<file path="config.mk">
export PLATFORM = sky130hd
export DESIGN_NAME = sync_length_checksum_deframer_top_flat
export DESIGN_NICKNAME = d
export VERILOG_FILES = /design/src/sv/slcd_pkg.sv /design/src/sv/slcd_intf.sv /design/src/sv/slcd_front.sv /design/src/sv/slcd_queue.sv /design/src/sv/slcd_back.sv /design/src/sv/sync_length_checksum_deframer_top.sv /design/src/flat_wrapper.sv
export SDC_FILE = /design/constraint.sdc
export NUM_CORES = 1
export LEC_CHECK = 0
export ABC_AREA = 0
export BUFFER_PORTS_ARGS = -buffer_cell sky130_fd_sc_hd__clkbuf_2
export CAP_MARGIN = 20
export CORE_ASPECT_RATIO = 2
export CORE_MARGIN = 3
export CORE_UTILIZATION = 41
export DETAILED_ROUTE_END_ITERATION = 10
export SETUP_SLACK_MARGIN = 0.4
export SLEW_MARGIN = 10
export SYNTH_ARGS = -nofsm -noshare
export SYNTH_HDL_FRONTEND = slang
export SYNTH_SLANG_ARGS = --single-unit
</file>
<file path="constraint.sdc">
create_clock -name clk -period 14.8 [get_ports clk]
set_clock_uncertainty 0.1 [all_clocks]
set_input_delay 1.48 -clock clk [delete_from_list [all_inputs] [get_ports clk]]
set_output_delay 1.48 -clock clk [all_outputs]
set_load 0.005 [all_outputs]
</file>
<file path="src/sv/slcd_pkg.sv">
// Package for the sync/length/checksum deframer.
// Holds the queue entry type, operation codes and framing constants.
// No dependencies; imported by the front, queue, back and top files.
package slcd_pkg;

    localparam logic [7:0]  SYNC_FIRST  = 8'hAA;
    localparam logic [7:0]  SYNC_SECOND = 8'h55;
    localparam logic [15:0] HEADER_SPAN = 16'd5;
    localparam logic [7:0]  VERSION_RESET = 8'h01;

    localparam int QUEUE_DEPTH = 4;
    localparam int QUEUE_AW    = $clog2(QUEUE_DEPTH);

    // Configuration register map (word index taken from paddr[2])
    localparam int          PADDR_W = 3;
    localparam logic        REG_EXPECTED_VERSION = 1'b0;

    typedef enum logic [1:0] {
        KIND_PAYLOAD  = 2'd0,
        KIND_END_GOOD = 2'd1,
        KIND_END_BAD  = 2'd2
    } kind_t;

    typedef enum logic [1:0] {
        OP_CLEAR = 2'd0,   // restart checksum accumulation
        OP_SUM   = 2'd1,   // header byte: accumulate only
        OP_DATA  = 2'd2,   // payload byte: accumulate and emit
        OP_CSUM  = 2'd3    // checksum byte: compare and emit frame end
    } op_t;

    typedef struct packed {
        op_t         op;
        logic [7:0]  data;
        logic [15:0] index;
        logic [15:0] length;
        logic [7:0]  seq;
        logic [7:0]  module_id;
        logic [7:0]  command;
    } entry_t;

endpackage

</file>
<file path="src/sv/slcd_intf.sv">
// Stream interfaces for the deframer: received-byte channel and result channel.
// Depends on nothing; used by slcd_front, slcd_back and the top level.
interface slcd_byte_if;
    logic       valid;
    logic       ready;
    logic [7:0] rx_byte;

    modport source (output valid, output rx_byte, input ready);
    modport sink   (input valid, input rx_byte, output ready);
endinterface

interface slcd_result_if;
    logic        valid;
    logic        ready;
    logic [1:0]  item_kind;
    logic [7:0]  data_byte;
    logic [15:0] payload_index;
    logic [15:0] payload_length;
    logic [7:0]  seq_number;
    logic [7:0]  module_id;
    logic [7:0]  command_code;

    modport source (output valid, output item_kind, output data_byte,
                    output payload_index, output payload_length,
                    output seq_number, output module_id, output command_code,
                    input ready);
    modport sink   (input valid, input item_kind, input data_byte,
                    input payload_index, input payload_length,
                    input seq_number, input module_id, input command_code,
                    output ready);
endinterface

</file>
<file path="src/sv/slcd_front.sv">
// Front end of the deframer: frame parser that classifies each received beat.
// Depends on slcd_pkg and slcd_byte_if; pushes operations into slcd_queue.
module slcd_front (
    input  logic                 clk,
    input  logic                 rst_n,
    slcd_byte_if.sink            rx,
    input  logic [7:0]           expected_version,
    output logic                 push,
    output slcd_pkg::entry_t     push_entry,
    input  logic                 push_ready
);
    import slcd_pkg::*;

    typedef enum logic [3:0] {
        PH_HUNT, PH_SYNC2, PH_LEN_LO, PH_LEN_HI, PH_VER,
        PH_SEQ, PH_MOD, PH_CMD, PH_DATA, PH_CSUM
    } phase_t;

    phase_t      phase_reg, phase_next;
    logic [15:0] remaining_reg, remaining_next;
    logic [15:0] counter_reg, counter_next;
    logic [7:0]  seq_reg, seq_next;
    logic [7:0]  mod_reg, mod_next;
    logic [7:0]  cmd_reg, cmd_next;

    logic        accept;
    logic        emit;
    op_t         op;
    logic [7:0]  b;
    logic [15:0] len_field;
    logic [15:0] total_len;

    assign rx.ready  = push_ready;
    assign accept    = rx.valid && push_ready;
    assign b         = rx.rx_byte;
    assign len_field = {b, remaining_reg[7:0]};
    assign total_len = counter_reg + remaining_reg;

    always_comb
    begin
        phase_next     = phase_reg;
        remaining_next = remaining_reg;
        counter_next   = counter_reg;
        seq_next       = seq_reg;
        mod_next       = mod_reg;
        cmd_next       = cmd_reg;
        emit           = 1'b0;
        op             = OP_SUM;
        case (phase_reg)
            PH_HUNT:
            begin
                if (b == SYNC_FIRST)
                    phase_next = PH_SYNC2;
            end
            PH_SYNC2:  phase_next = (b == SYNC_SECOND) ? PH_LEN_LO : PH_HUNT;
            PH_LEN_LO:
            begin
                remaining_next = {8'd0, b};
                phase_next     = PH_LEN_HI;
            end
            PH_LEN_HI:
            begin
                emit = 1'b1;
                op   = OP_CLEAR;
                if (len_field < HEADER_SPAN)
                    phase_next = PH_HUNT;
                else
                begin
                    remaining_next = len_field - HEADER_SPAN;
                    counter_next   = 16'd0;
                    phase_next     = PH_VER;
                end
            end
            PH_VER:
            begin
                if (b != expected_version)
                    phase_next = PH_HUNT;
                else
                begin
                    emit       = 1'b1;
                    phase_next = PH_SEQ;
                end
            end
            PH_SEQ:
            begin
                emit       = 1'b1;
                seq_next   = b;
                phase_next = PH_MOD;
            end
            PH_MOD:
            begin
                emit       = 1'b1;
                mod_next   = b;
                phase_next = PH_CMD;
            end
            PH_CMD:
            begin
                emit       = 1'b1;
                cmd_next   = b;
                phase_next = (remaining_reg == 16'd0) ? PH_CSUM : PH_DATA;
            end
            PH_DATA:
            begin
                emit           = 1'b1;
                op             = OP_DATA;
                counter_next   = counter_reg + 16'd1;
                remaining_next = remaining_reg - 16'd1;
                if (remaining_reg == 16'd1)
                    phase_next = PH_CSUM;
            end
            PH_CSUM:
            begin
                emit       = 1'b1;
                op         = OP_CSUM;
                phase_next = PH_HUNT;
            end
            default:   phase_next = PH_HUNT;
        endcase
    end

    // Header fields travel with every entry; the back end latches what it emits.
    // The checksum byte rides in the data field for the compare.
    always_comb
    begin
        push_entry.op        = op;
        push_entry.data      = b;
        push_entry.index     = (op == OP_CSUM) ? 16'd0 : counter_reg;
        push_entry.length    = (op == OP_CSUM) ? counter_reg : total_len;
        push_entry.seq       = seq_next;
        push_entry.module_id = mod_next;
        push_entry.command   = cmd_next;
    end

    assign push = accept && emit;

    always_ff @(posedge clk or negedge rst_n)
    begin
        if (!rst_n)
        begin
            phase_reg     <= PH_HUNT;
            remaining_reg <= 16'd0;
            counter_reg   <= 16'd0;
            seq_reg       <= 8'd0;
            mod_reg       <= 8'd0;
            cmd_reg       <= 8'd0;
        end
        else if (accept)
        begin
            phase_reg     <= phase_next;
            remaining_reg <= remaining_next;
            counter_reg   <= counter_next;
            seq_reg       <= seq_next;
            mod_reg       <= mod_next;
            cmd_reg       <= cmd_next;
        end
    end

endmodule

</file>
<file path="src/sv/slcd_queue.sv">
// Short operation queue between the parser front end and the checksum back end.
// Depends on slcd_pkg for the entry type and depth.
module slcd_queue (
    input  logic                 clk,
    input  logic                 rst_n,
    input  logic                 push,
    input  slcd_pkg::entry_t     push_entry,
    output logic                 push_ready,
    output logic                 pop_valid,
    output slcd_pkg::entry_t     pop_entry,
    input  logic                 pop
);
    import slcd_pkg::*;

    entry_t              slot_reg [QUEUE_DEPTH];
    logic [QUEUE_AW-1:0] wr_ptr_reg, rd_ptr_reg;
    logic [QUEUE_AW:0]   count_reg, count_next;
    logic                do_push, do_pop;

    assign push_ready = (count_reg != QUEUE_DEPTH[QUEUE_AW:0]);
    assign pop_valid  = (count_reg != '0);
    assign pop_entry  = slot_reg[rd_ptr_reg];
    assign do_push    = push && push_ready;
    assign do_pop     = pop && pop_valid;

    always_comb
    begin
        count_next = count_reg;
        if (do_push && !do_pop)
            count_next = count_reg + 1'b1;
        else if (do_pop && !do_push)
            count_next = count_reg - 1'b1;
    end

    always_ff @(posedge clk)
    begin
        if (do_push)
            slot_reg[wr_ptr_reg] <= push_entry;
    end

    always_ff @(posedge clk or negedge rst_n)
    begin
        if (!rst_n)
        begin
            wr_ptr_reg <= '0;
            rd_ptr_reg <= '0;
            count_reg  <= '0;
        end
        else
        begin
            if (do_push)
                wr_ptr_reg <= wr_ptr_reg + 1'b1;
            if (do_pop)
                rd_ptr_reg <= rd_ptr_reg + 1'b1;
            count_reg <= count_next;
        end
    end

endmodule

</file>
<file path="src/sv/slcd_back.sv">
// Back end of the deframer: running checksum and result output register.
// Depends on slcd_pkg and slcd_result_if; pops operations from slcd_queue.
module slcd_back (
    input  logic                 clk,
    input  logic                 rst_n,
    input  logic                 pop_valid,
    input  slcd_pkg::entry_t     pop_entry,
    output logic                 pop,
    slcd_result_if.source        res
);
    import slcd_pkg::*;

    logic [7:0]  sum_reg, sum_next;
    logic        out_valid_reg, out_valid_next;
    kind_t       kind_reg;
    logic [7:0]  data_reg;
    logic [15:0] index_reg, length_reg;
    logic [7:0]  seq_reg, mod_reg, cmd_reg;
    logic        out_free;
    logic        load;

    assign out_free = !out_valid_reg || res.ready;
    assign pop      = pop_valid && out_free;
    assign load     = pop && (pop_entry.op == OP_DATA || pop_entry.op == OP_CSUM);

    always_comb
    begin
        sum_next = sum_reg;
        if (pop)
        begin
            case (pop_entry.op)
                OP_CLEAR: sum_next = 8'd0;
                OP_SUM:   sum_next = sum_reg + pop_entry.data;
                OP_DATA:  sum_next = sum_reg + pop_entry.data;
                OP_CSUM:  sum_next = sum_reg;
                default:  sum_next = sum_reg;
            endcase
        end
        out_valid_next = out_valid_reg;
        if (load)
            out_valid_next = 1'b1;
        else if (res.ready)
            out_valid_next = 1'b0;
    end

    always_ff @(posedge clk or negedge rst_n)
    begin
        if (!rst_n)
        begin
            sum_reg       <= 8'd0;
            out_valid_reg <= 1'b0;
        end
        else
        begin
            sum_reg       <= sum_next;
            out_valid_reg <= out_valid_next;
        end
    end

    // Payload registers: load on a result-producing operation, hold otherwise
    always_ff @(posedge clk)
    begin
        if (load)
        begin
            if (pop_entry.op == OP_CSUM)
                kind_reg <= (pop_entry.data == sum_reg) ? KIND_END_GOOD : KIND_END_BAD;
            else
                kind_reg <= KIND_PAYLOAD;
            data_reg   <= (pop_entry.op == OP_CSUM) ? 8'd0 : pop_entry.data;
            index_reg  <= pop_entry.index;
            length_reg <= pop_entry.length;
            seq_reg    <= pop_entry.seq;
            mod_reg    <= pop_entry.module_id;
            cmd_reg    <= pop_entry.command;
        end
    end

    assign res.valid          = out_valid_reg;
    assign res.item_kind      = kind_reg;
    assign res.data_byte      = data_reg;
    assign res.payload_index  = index_reg;
    assign res.payload_length = length_reg;
    assign res.seq_number     = seq_reg;
    assign res.module_id      = mod_reg;
    assign res.command_code   = cmd_reg;

    a_hold_under_stall: assert property (@(posedge clk) disable iff (!rst_n)
        out_valid_reg && !res.ready |=> out_valid_reg)
        else $error("result dropped while stalled");

    a_no_pop_when_blocked: assert property (@(posedge clk) disable iff (!rst_n)
        out_valid_reg && !res.ready |-> !pop)
        else $error("queue popped into a blocked output register");

    a_kind_legal: assert property (@(posedge clk) disable iff (!rst_n)
        out_valid_reg |-> (kind_reg == KIND_PAYLOAD || kind_reg == KIND_END_GOOD ||
                           kind_reg == KIND_END_BAD))
        else $error("illegal result kind");

endmodule

</file>
<file path="src/sv/sync_length_checksum_deframer_top.sv">
// Top level of the sync/length/checksum deframer with APB configuration port.
// Depends on slcd_pkg, slcd_intf, slcd_front, slcd_queue and slcd_back.
//
//  channel   direction  beat contents
//  rx        in         rx_byte
//  res       out        item_kind, data_byte, payload_index, payload_length,
//                       seq_number, module_id, command_code
//  apb       in/out     expected_version at byte address 0
//
// One received byte is taken per cycle while the queue has room; the front parser
// decides its class in the cycle it is taken, and the entry passes through the
// queue before the back end registers any result. A four-entry queue parts the
// parser from the checksum/output stage, so the rx side keeps moving until the
// queue fills behind a stalled res consumer. Reset returns the parser to hunting
// for the first sync byte, clears the checksum and sets expected_version to 1.
module sync_length_checksum_deframer_top (
    input  logic                          clk,
    input  logic                          rst_n,
    slcd_byte_if.sink                     rx,
    slcd_result_if.source                 res,
    input  logic                          psel,
    input  logic                          penable,
    input  logic                          pwrite,
    input  logic [slcd_pkg::PADDR_W-1:0]  paddr,
    input  logic [31:0]                   pwdata,
    output logic [31:0]                   prdata,
    output logic                          pready
);
    import slcd_pkg::*;

    logic [7:0] version_reg;
    logic       push, push_ready, pop_valid, pop;
    entry_t     push_entry, pop_entry;
    logic       cfg_write;

    assign pready    = 1'b1;
    assign cfg_write = psel && penable && pwrite && pready;
    assign prdata    = (paddr[2] == REG_EXPECTED_VERSION) ? {24'd0, version_reg} : 32'd0;

    always_ff @(posedge clk or negedge rst_n)
    begin
        if (!rst_n)
            version_reg <= VERSION_RESET;
        else if (cfg_write && paddr[2] == REG_EXPECTED_VERSION)
            version_reg <= pwdata[7:0];
    end

    slcd_front u_front (
        .clk              (clk),
        .rst_n            (rst_n),
        .rx               (rx),
        .expected_version (version_reg),
        .push             (push),
        .push_entry       (push_entry),
        .push_ready       (push_ready)
    );

    slcd_queue u_queue (
        .clk        (clk),
        .rst_n      (rst_n),
        .push       (push),
        .push_entry (push_entry),
        .push_ready (push_ready),
        .pop_valid  (pop_valid),
        .pop_entry  (pop_entry),
        .pop        (pop)
    );

    slcd_back u_back (
        .clk       (clk),
        .rst_n     (rst_n),
        .pop_valid (pop_valid),
        .pop_entry (pop_entry),
        .pop       (pop),
        .res       (res)
    );

endmodule
</file>
<file path="src/flat_wrapper.sv">
// flat-port wrapper written by rule: the top's interface ports become plain ports
module sync_length_checksum_deframer_top_flat import slcd_pkg::*;
  (clk, rst_n, psel, penable, pwrite, paddr, pwdata, prdata, pready, rx_valid, rx_rx_byte, rx_ready, res_valid, res_item_kind, res_data_byte, res_payload_index, res_payload_length, res_seq_number, res_module_id, res_command_code, res_ready);
  slcd_byte_if rx_i ();
  slcd_result_if res_i ();
  input  logic clk;
  input  logic rst_n;
  input  logic psel;
  input  logic penable;
  input  logic pwrite;
  input  logic [slcd_pkg::PADDR_W-1:0] paddr;
  input  logic [31:0] pwdata;
  output logic [31:0] prdata;
  output logic pready;
  input wire logic [$bits(rx_i.valid)-1:0] rx_valid;
  input wire logic [$bits(rx_i.rx_byte)-1:0] rx_rx_byte;
  output wire logic [$bits(rx_i.ready)-1:0] rx_ready;
  output wire logic [$bits(res_i.valid)-1:0] res_valid;
  output wire logic [$bits(res_i.item_kind)-1:0] res_item_kind;
  output wire logic [$bits(res_i.data_byte)-1:0] res_data_byte;
  output wire logic [$bits(res_i.payload_index)-1:0] res_payload_index;
  output wire logic [$bits(res_i.payload_length)-1:0] res_payload_length;
  output wire logic [$bits(res_i.seq_number)-1:0] res_seq_number;
  output wire logic [$bits(res_i.module_id)-1:0] res_module_id;
  output wire logic [$bits(res_i.command_code)-1:0] res_command_code;
  input wire logic [$bits(res_i.ready)-1:0] res_ready;
  assign rx_i.valid = rx_valid;
  assign rx_i.rx_byte = rx_rx_byte;
  assign rx_ready = rx_i.ready;
  assign res_valid = res_i.valid;
  assign res_item_kind = res_i.item_kind;
  assign res_data_byte = res_i.data_byte;
  assign res_payload_index = res_i.payload_index;
  assign res_payload_length = res_i.payload_length;
  assign res_seq_number = res_i.seq_number;
  assign res_module_id = res_i.module_id;
  assign res_command_code = res_i.command_code;
  assign res_i.ready = res_ready;
  sync_length_checksum_deframer_top u_core (.clk(clk), .rst_n(rst_n), .rx(rx_i), .res(res_i), .psel(psel), .penable(penable), .pwrite(pwrite), .paddr(paddr), .pwdata(pwdata), .prdata(prdata), .pready(pready));
endmodule
</file>
==> results.md <==
* Setup ws final at 10.28 ns
* Synth top area cells: edfxtp_1, dfrtp_1, mux4_2
* Mean post-synth cell area at 15.0 um^2
* Wire length per cell at 21.0 um
* Max VDD drop at 0.114 mV
* DRC viols at 0
* Top-area cell type share of the netlist area at 0.550
* Die area at 0.0466 mm^2
* Vias in the first global route at 10800
* CTS Root Cell: clkbuf_16
* Total track usage at 0.171
* Max reg flops at 264
* # setup viols final at 0
* Max-slew headroom at 0.344
* First-pass GRT wire length at 61900 um
* Site Rows at 108
* PostCTS Resize Cnt at 0
* Cell taking the most area after synthesis: edfxtp_1
* Die width at 154 um
* Placed Instance Area at 0.0190 mm^2
* Vias at 10200
* Routed wire length at 39500 um
* Initial antenna violation count at 0
* Max cap viols at 0
* Finished Core Util at 0.469
* Cells after DPL at 1809
* DRT iter0 DRCs at 617
* Vias per std cell at 5.41
* I/O pin count at 151
* Initial Utilization at 0.415
* Synth warn at 0
* Area of the core at 0.0434 mm^2
* Sink Count at 414
* Status: complete, no violations
* Post-DRT Antenna Nets at 0
* Place WS at 9.64 ns
* Pin count of the biggest net entering global routing at 55
* Number of diodes at 0
* Clk_lat worst skew at 0.54 ns
* CP Data Required Time at 14.86 ns
* CP Launch Type: input port
* Fin nets at 1386
* H-tree depth at 2
* Post-Layout Inst Area at 0.0203 mm^2
* RSZ-0062 raised after global routing: no
* DRT Pass-1 Iters at 5
* CTS Buffer Depth at 3
* Final period utilization at 0.305
* Seq/Total Area, Yosys at 0.667
* Pwr per Cell Area at 199 mW/mm^2
* Seq cells post-synth at 414
* Commonest non-fill, non-tap cell in the layout: edfxtp_1
* CP arrival at 4.58 ns
* CTS tree: yes
* Fraction of layout cells with a size suffix above 1 at 0.221
* Final Hold Viols at 0
* LEAKAGE at 0.00758 uW
* CP Class: in2reg
* CP Capture Type: flip-flop
* Die Y at 302 um
* Synth-to-layout area growth at 12.8%
* Ys flop type: edfxtp_1
* Final cell count without fillers at 1880
* CP max FO at 34
* Clock slew at reported path FFs at 0.06 ns
* Max Clock Freq at 0.221 GHz
* Port Buf Inserts at 99
* Slew @ Worst Pin at 0.984 ns
* Fin crit period at 4.52 ns
* Post-synth EDFFs at 330
* Netlist cell types at 71
* Grt ovf at 0
* Worst Hold Class: reg2reg
* Mapped Cells at 1203
* CTS Buf Count at 39
* Post-CTS Setup Inserts at 0
* Hold-fix buffers, CTS at 0
* Synth async-reset ratio at 0.203
* Commonest non-fill, non-tap cells in the layout: edfxtp_1, nand2_1, clkbuf_2, dfrtp_1, mux4_2
* Synth Cell Area at 0.0180 mm^2
* Setup TNS at 0 ns
* Post-DP HPWL at 26400 um
* Placer congestion estimate at 0.920
* Final Max Tran Viols at 0
worst paths after layout:
kind	from	to	slack, ns	depth (start not counted)
worst max-delay path	rx_rx_byte[7]	u_core.u_queue.slot_reg[0][33]	10.28	8
worst min-delay path	u_core.u_front.mod_reg[3]	u_core.u_front.mod_reg[3]	0.37	2
worst max register to register	u_core.u_queue.rd_ptr_reg[0]	u_core.u_back.sum_reg[6]	10.75	9
worst min register to register	u_core.u_front.mod_reg[3]	u_core.u_front.mod_reg[3]	0.37	2
max in group asynchronous	rst_n	u_core.u_front.remaining_reg[3]	12.71	2
min in group asynchronous	rst_n	u_core.u_front.cmd_reg[4]	0.78	1
worst max-delay path, cell delays in order:
cell and delay (ns):
clkbuf_2 0.43, xnor2_1 0.18, nand4_1 0.14, nor3_1 0.39, a211oi_1 0.09, nor2_1 0.35
and2_2 0.87, buf_4 0.62
logic make-up (layout without fill, tap and decap cells):
| logic type | count (synthesis) | in the layout | share of synthesized area |
|---|---|---|---|
| compound gates | 158 | 158 | 0.0561 |
| xor+xnor | 49 | 49 | 0.0238 |
| fa+ha+maj | 37 | 37 | 0.0268 |
| buf+inv | 100 | 204 | 0.0271 |
| flops | 414 | 414 | 0.667 |
| mux | 100 | 100 | 0.104 |
| other cells | 2 | 25 | 0.000417 |
| simple gates | 343 | 343 | 0.0952 |
routing by layer:
layer | vias to the layer above | global-route usage | share of wire
li1 | 4679 | - | -
met1 | 5197 | 0.184 | 0.35
met2 | 225 | 0.338 | 0.58
met3 | 69 | 0.0193 | 0.031
met4 | 0 | 0.0642 | 0.034
met5 | - | 0 | 0
cell type report:
type	count	area [um^2]
Inverter	20	75.1
Clock buffer	49	1060
Multi-Input combinational cell	712	5630
Timing Repair Buffer	113	603
Fill cell	3746	23100
Sequential cell	414	12000
Tap cell	550	688
Clock inverter	22	258
cells in the mapped netlist (8+ instances only):
cell type    n
a21oi_1     53
and2_1      16
and3_1       8
buf_1        9
buf_2       15
buf_4       25
clkbuf_1    31
dfrtp_1     83
edfxtp_1   330
ha_1        33
inv_1       20
mux2_2      34
mux4_2      66
nand2_1    122
nand2b_1    14
nand3_1     22
nand4_1      8
nor2_1      65
nor2b_1     26
nor3_1      20
o21ai_0     44
or3_1       10
xnor2_1     24
xor2_1      25
stage by stage:
step	hold WS, ns	total power (uW)
6_report	0.373	4040
3_5_place_dp	0.357	3070
3_3_place_gp	0.353	3040
2_1_floorplan	0.340	2650
4_1_cts	0.374	4110
5_1_grt	0.391	4280
power breakdown:
group          total, uW  switching [uW]  internal [uW]
Combinational       1180             683            500
Clock               1020             426            598
Sequential          1830             166           1660
No activity file was read; power rests on OpenSTA's default activity.
